**config.mk**
```make
export PLATFORM = sky130hd
export DESIGN_NAME = tssu_back
export DESIGN_NICKNAME = d
export VERILOG_FILES = /design/src/rtl/tssu_pkg.sv /design/src/rtl/tssu_back.sv
export SDC_FILE = /design/constraint.sdc
export NUM_CORES = 1
export LEC_CHECK = 0
export BUFFER_PORTS_ARGS = -buffer_cell sky130_fd_sc_hd__buf_2
export CORE_MARGIN = 2
export CORE_UTILIZATION = 25
export DETAILED_ROUTE_END_ITERATION = 10
export HOLD_SLACK_MARGIN = 0.02
export SLEW_MARGIN = 30
export SYNTH_ARGS = -nofsm -noshare
export SYNTH_HDL_FRONTEND = slang
export SYNTH_SLANG_ARGS = --single-unit
```
**constraint.sdc**
```tcl
create_clock -name clk -period 8.25 [get_ports clk]
set_input_delay 0.825 -clock clk [delete_from_list [all_inputs] [get_ports clk]]
set_output_delay 0.825 -clock clk [all_outputs]
set_load 0.02 [all_outputs]
```
**src/rtl/tssu_pkg.sv**
```systemverilog
// shared types, constants and arithmetic helpers for the support point search unit
package tssu_pkg;

	// vertex count per query before the index wraps
	localparam int MAX_POINTS = 1024;
	localparam int CNT_W      = (MAX_POINTS > 1) ? $clog2(MAX_POINTS) : 1;

	// field widths
	localparam int COORD_W = 32;
	localparam int COEF_W  = 16;
	localparam int IDX_W   = 10;
	localparam int DOT_W   = 48;
	localparam int ROW_REG_W = 64;
	localparam int DIR_REG_W = 48;

	// arithmetic widths
	localparam int PROD_W    = COEF_W + COORD_W;
	localparam int ROW_W     = PROD_W + 2;
	localparam int FRAC_DROP = 12;
	localparam int ROWQ_W    = ROW_W - FRAC_DROP;
	localparam int DSUM_W    = PROD_W + 2;

	// decoupling queue
	localparam int QUEUE_DEPTH = 8;
	localparam int QPTR_W      = $clog2(QUEUE_DEPTH);
	localparam int QCNT_W      = $clog2(QUEUE_DEPTH + 1);
	localparam int FRONT_STAGES = 4;
	localparam int FLY_W        = $clog2(FRONT_STAGES + 1);
	localparam int OCC_W        = ((QCNT_W > FLY_W) ? QCNT_W : FLY_W) + 1;

	// configuration port
	localparam int CFG_IDX_W = 8;
	localparam logic [CFG_IDX_W-1:0] CFG_ROW_X     = CFG_IDX_W'(0);
	localparam logic [CFG_IDX_W-1:0] CFG_ROW_Y     = CFG_IDX_W'(1);
	localparam logic [CFG_IDX_W-1:0] CFG_ROW_Z     = CFG_IDX_W'(2);
	localparam logic [CFG_IDX_W-1:0] CFG_DIRECTION = CFG_IDX_W'(3);

	// identity transform and +x direction
	localparam logic [ROW_REG_W-1:0] ROW_X_RST = 64'h0000_0000_0000_1000;
	localparam logic [ROW_REG_W-1:0] ROW_Y_RST = 64'h0000_0000_1000_0000;
	localparam logic [ROW_REG_W-1:0] ROW_Z_RST = 64'h0000_1000_0000_0000;
	localparam logic [DIR_REG_W-1:0] DIR_RST   = 48'h0000_0000_1000;

	typedef logic signed [COORD_W-1:0] coord_t;
	typedef logic signed [COEF_W-1:0]  coef_t;
	typedef logic signed [DOT_W-1:0]   dot_t;
	typedef logic signed [PROD_W-1:0]  prod_t;

	// one transformed vertex on its way from front to back
	typedef struct packed {
		coord_t x;
		coord_t y;
		coord_t z;
		dot_t   dot;
		logic   last;
	} entry_t;

	function automatic prod_t mul_coef(input coef_t a, input coord_t b);
		mul_coef = PROD_W'(a) * PROD_W'(b);
	endfunction

	// clamp a floored row sum to the signed coordinate range
	function automatic coord_t sat_coord(input logic signed [ROWQ_W-1:0] v);
		if (v[ROWQ_W-1:COORD_W-1] == {(ROWQ_W-COORD_W+1){v[COORD_W-1]}}) begin
			sat_coord = v[COORD_W-1:0];
		end else if (v[ROWQ_W-1]) begin
			sat_coord = {1'b1, {(COORD_W-1){1'b0}}};
		end else begin
			sat_coord = {1'b0, {(COORD_W-1){1'b1}}};
		end
	endfunction

	// clamp a dot sum to the signed 48-bit range
	function automatic dot_t sat_dot(input logic signed [DSUM_W-1:0] v);
		if (v[DSUM_W-1:DOT_W-1] == {(DSUM_W-DOT_W+1){v[DOT_W-1]}}) begin
			sat_dot = v[DOT_W-1:0];
		end else if (v[DSUM_W-1]) begin
			sat_dot = {1'b1, {(DOT_W-1){1'b0}}};
		end else begin
			sat_dot = {1'b0, {(DOT_W-1){1'b1}}};
		end
	endfunction

endpackage

```
**src/rtl/tssu_back.sv**
```systemverilog
// back end: running best compare, index count and result register
module tssu_back import tssu_pkg::*; (
	input  logic             clk,
	input  logic             arst_n,
	input  logic             head_valid,
	input  entry_t           head,
	output logic             pop,
	output logic             out_valid,
	input  logic             out_ready,
	output coord_t           best_x,
	output coord_t           best_y,
	output coord_t           best_z,
	output logic [IDX_W-1:0] best_index,
	output dot_t             best_dot
);

	logic             have_q;
	logic [CNT_W-1:0] cnt_q;
	coord_t           bx_q, by_q, bz_q;
	dot_t             bdot_q;
	logic [CNT_W-1:0] bidx_q;
	logic             out_valid_q;
	coord_t           ox_q, oy_q, oz_q;
	dot_t             odot_q;
	logic [IDX_W-1:0] oidx_q;

	logic             take;
	coord_t           nx, ny, nz;
	dot_t             ndot;
	logic [CNT_W-1:0] nidx;
	logic             emit;

	always_comb begin
		take = !have_q || ($signed(head.dot) > $signed(bdot_q));
		nx   = take ? head.x   : bx_q;
		ny   = take ? head.y   : by_q;
		nz   = take ? head.z   : bz_q;
		ndot = take ? head.dot : bdot_q;
		nidx = take ? cnt_q    : bidx_q;
		pop  = head_valid && (!head.last || !out_valid_q || out_ready);
		emit = pop && head.last;
	end

	always_ff @(posedge clk or negedge arst_n) begin
		if (!arst_n) begin
			have_q      <= 1'b0;
			cnt_q       <= '0;
			out_valid_q <= 1'b0;
		end else begin
			if (pop) begin
				have_q <= !head.last;
				if (head.last) begin
					cnt_q <= '0;
				end else if (cnt_q == CNT_W'(MAX_POINTS - 1)) begin
					cnt_q <= '0;
				end else begin
					cnt_q <= cnt_q + 1'b1;
				end
			end
			if (emit) begin
				out_valid_q <= 1'b1;
			end else if (out_ready) begin
				out_valid_q <= 1'b0;
			end
		end
	end

	always_ff @(posedge clk) begin
		if (pop) begin
			bx_q   <= nx;
			by_q   <= ny;
			bz_q   <= nz;
			bdot_q <= ndot;
			bidx_q <= nidx;
		end
		if (emit) begin
			ox_q   <= nx;
			oy_q   <= ny;
			oz_q   <= nz;
			odot_q <= ndot;
			oidx_q <= IDX_W'(nidx);
		end
	end

	assign out_valid  = out_valid_q;
	assign best_x     = ox_q;
	assign best_y     = oy_q;
	assign best_z     = oz_q;
	assign best_dot   = odot_q;
	assign best_index = oidx_q;

	a_emit_clears: assert property (@(posedge clk) disable iff (!arst_n)
		emit |=> out_valid_q && !have_q && cnt_q == '0)
		else $error("result beat did not clear the search");
	a_best_rises: assert property (@(posedge clk) disable iff (!arst_n)
		pop && have_q && !head.last |=> $signed(bdot_q) >= $signed($past(bdot_q)))
		else $error("running best dot went down inside a query");
	a_no_overwrite: assert property (@(posedge clk) disable iff (!arst_n)
		out_valid_q && !out_ready |-> !emit)
		else $error("pending result overwritten");

endmodule

```
==> results.py <==
metrics = {
    "final_layout": {
        "nFillCells": 6102,
        "nets": 1684,
        "multi_input_area_um2": 5132,
        "final_cell_area_um2": 18800,
        "area_growth_pct": 23.28,
        "drive_gt1_share_pct": 25.61,
        "regArea_um2": 9553,
    },
    "clock_tree": {
        "clk_pin_slew_ns": 0.06,
        "cts_sinks": 320,
        "clock_path_buffers": 3,
        "cts_tree": "done",
        "root_buffer": "clkbuf_16",
        "hold_buffers": 0,
        "cts_setup_buffers": 0,
        "htreeDepth": 2,
        "cts_buffers": 38,
        "worstSkewPairLatency_ns": 0.56,
        "ctsResizeCount": 0,
    },
    "setup_path": {
        "critPathKind": "input port to flip-flop",
        "end_kind": "flip-flop",
        "critPathCapture": "best_z[4]$_DFFE_PP_",
        "cp_top_family": "compound AO/OA/AOI/OAI gates",
        "critPathLaunchType": "input port",
        "worstPathCellList": "buf_2 -> ha_1 -> a21oi_1 -> o21ai_0 -> a221oi_1 -> o221ai_1 -> a2111oi_4 -> buf_4 -> buf_4 -> a22o_1 -> a211o_1",
        "path_buf_inv": 3,
        "critical_path_required_ns": 8.65,
        "critPathMostFrequentCell": "buf_4",
        "crit_start": "head[18]",
        "regToRegStartpoint": "bdot_q[17]$_DFFE_PP_",
        "reg2reg_depth": 11,
        "crit_path_max_fanout": 62,
        "worstSetupPathDepth": 11,
        "r2r_end": "best_z[4]$_DFFE_PP_",
        "arrival_ns": 4.31,
        "cp_slowest_stage_delay_ns": 0.68,
        "crit_slowest_cell": "buf_4",
        "regToRegSetupSlack_ns": 4.35,
    },
    "synthesis": {
        "synthCells": 1208,
        "ys_top_cells_by_area": "edfxtp_1 (61%), a22o_1 (8.9%), a211o_1 (8.8%), ha_1 (4.0%), nand2_1 (3.3%)",
        "mappedNetlistArea_um2": 15250,
        "syn_area_per_cell_um2": 12.62,
        "ys_types": 41,
        "synth_top_cell_by_area": "edfxtp_1",
        "ys_ff_latch": 320,
        "synth_top_area_share_pct": 60.64,
        "async_reset_ff_share_pct": 3.750,
        "synth_edf_count": 308,
        "yosys_warnings": 0,
        "synth-seq-area-share_pct": 62.61,
        "yosys_most_used_dff": "edfxtp_1",
        "synth_nets": 1406,
    },
    "sta": {
        "skew_ns": 0.02744,
        "timing.fmax_mhz": 256.2,
        "relSlewSlack_pct": 36.78,
        "hold_viol_final": 0,
        "period_needed_ns": 3.903,
        "fin_crit_sh_pct": 47.31,
        "tightestPinTransition_ns": 0.9482,
        "fin_tns_setup_ns": 0,
        "slew_viol_final": 0,
        "whs_ns": 0.1681,
        "setup_viol": 0,
        "timing.final.ws_setup_ns": 4.347,
        "rsz0062_at_grt": "no",
    },
    "run_status": {
        "status": "finished clean",
    },
    "place": {
        "gp_congestion": 0.7646,
        "io_buffers": 304,
        "placed_cell_area_um2": 17520,
        "place_ws_ns": 3.658,
        "dpl.hpwl_mm": 26.96,
    },
    "route": {
        "drc": 0,
        "drt_wl_total_mm": 43.55,
        "vias": 11370,
        "ant_nets": 0,
        "drt_iter0_markers": 723,
        "first_pass_iters": 8,
        "routedWlPerCell_um": 18.96,
        "routed_via_density": 4.949,
    },
    "die": {
        "die-area_um2": 63000,
        "dieHeight_um": 251.0,
        "placement_rows": 90,
        "core_um2": 60360,
        "die_w_um": 251.0,
        "initial_core_util_pct": 25.27,
        "io_pins": 305,
    },
    "global_routing": {
        "grt_overflow": 0,
        "grt_max_degree": 75,
        "grt_pass1_vias": 11390,
        "grt_pass1_wl_mm": 65.65,
        "grt_antenna_before_repair": 10,
        "grt_usage_pct": 13.29,
    },
    "min_path": {
        "hold_class": "input port to asynchronous set/reset pin",
    },
    "power": {
        "vdd_drop_max_mv": 0.1418,
        "p_total_mw": 4.917,
        "p_leak_nw": 7.891,
        "powerDensity_nw_per_um2": 261.5,
    },
    "flow_run": {
        "max-cap-violations": 0,
    },
}
power breakdown:
group / switching (mW) / internal, mW
logic: 0.667 / 0.389
clock network: 0.669 / 1.01
registers: 0.0910 / 2.09
total: 1.43 / 3.49
kinds of logic after synthesis:
| logic type | count (synthesis) | share of synthesized area, % |
|---|---|---|
| buf+inv | 140 | 3.963 |
| fa+ha+maj | 49 | 4.020 |
| flops | 320 | 62.61 |
| compound gates | 368 | 20.14 |
| simple gates | 329 | 9.123 |
| mux | 2 | 0.1395 |
cell usage after synthesis, types with 2 or more instances:
| cell type | number |
|---|---|
| a21oi_1 | 23 |
| nor2_1 | 111 |
| inv_1 | 56 |
| edfxtp_1 | 308 |
| o211ai_1 | 2 |
| buf_2 | 15 |
| a211o_1 | 154 |
| nor3_1 | 49 |
| clkbuf_1 | 60 |
| a22o_1 | 155 |
| o31ai_1 | 2 |
| a221oi_1 | 2 |
| nand2_1 | 134 |
| o21ai_0 | 21 |
| ha_1 | 49 |
| and3_1 | 6 |
| nand4_1 | 9 |
| nor2b_1 | 4 |
| dfrtp_1 | 12 |
| nand2b_1 | 4 |
| nand3_1 | 5 |
| buf_6 | 8 |
cell type report:
type	count	share of cell area, %
antenna	4	0.05324
clock buffer	52	5.783
clock inverter	13	0.7254
inverter	56	1.145
multi-input combinational	748	27.30
sequential	320	50.81
tap	782	5.204
timing repair buffer	322	8.984
worst min path at each step:
stage | cells past startpoint | to | slack [ns] | from
after floorplan | 1 | cnt_q[9]$_DFFE_PN0P_ | 0.49 | cnt_q[9]$_DFFE_PN0P_
after global placement | 2 | cnt_q[5]$_DFFE_PN0P_ | 0.55 | cnt_q[5]$_DFFE_PN0P_
after detailed placement | 2 | cnt_q[5]$_DFFE_PN0P_ | 0.56 | cnt_q[5]$_DFFE_PN0P_
after CTS | 1 | out_valid$_DFFE_PN0P_ | 0.14 | arst_n
after global routing | 1 | out_valid$_DFFE_PN0P_ | 0.15 | arst_n
final | 1 | out_valid$_DFFE_PN0P_ | 0.17 | arst_n
routing by layer:
metal / wire length, um / GRT usage (%)
met1: 18490 / 16.61
met2: 19800 / 21.13
met3: 4012 / 5.032
met4: 1151 / 4.456
met5: 95 / 0
stage by stage:
stage | utilization [%] | std cells
4_1_cts | 31.06 | 2291
5_1_grt | 31.14 | 2295
2_1_floorplan | - | 1208
3_5_place_dp | 29.03 | 2226
3_3_place_gp | 29.02 | 2226
6_report | 31.15 | 2297
state kept, by name (all words and copies together) (netlist names), 32 cells and up:
name / flops
by_q: 32
bdot_q: 48
bz_q: 32
best_y: 32
best_dot: 48
best_x: 32
best_z: 32
bx_q: 32
worst register-to-register path: cells and delay by family, from the launching register on:
| kind | cells | cell delay (ns) |
|---|---|---|
| compound gates | 7 | 1.92 |
| buf+inv | 3 | 1.24 |
| flops | 1 | 0.38 |
| fa+ha+maj | 1 | 0.24 |
layout by cell type, fill, tap and decap left out, types with 11 or more instances in the layout:
cell type  netlist  final
edfxtp_1       308    308
buf_2           15    304
a22o_1         155    155
a211o_1        154    154
nand2_1        134    134
nor2_1         111    110
inv_1           56     54
nor3_1          49     49
ha_1            49     49
clkbuf_16        0     41
a21oi_1         23     23
o21ai_0         21     21
buf_4            0     16
dfrtp_1         12     11
No activity file was read; power rests on OpenSTA's default activity.
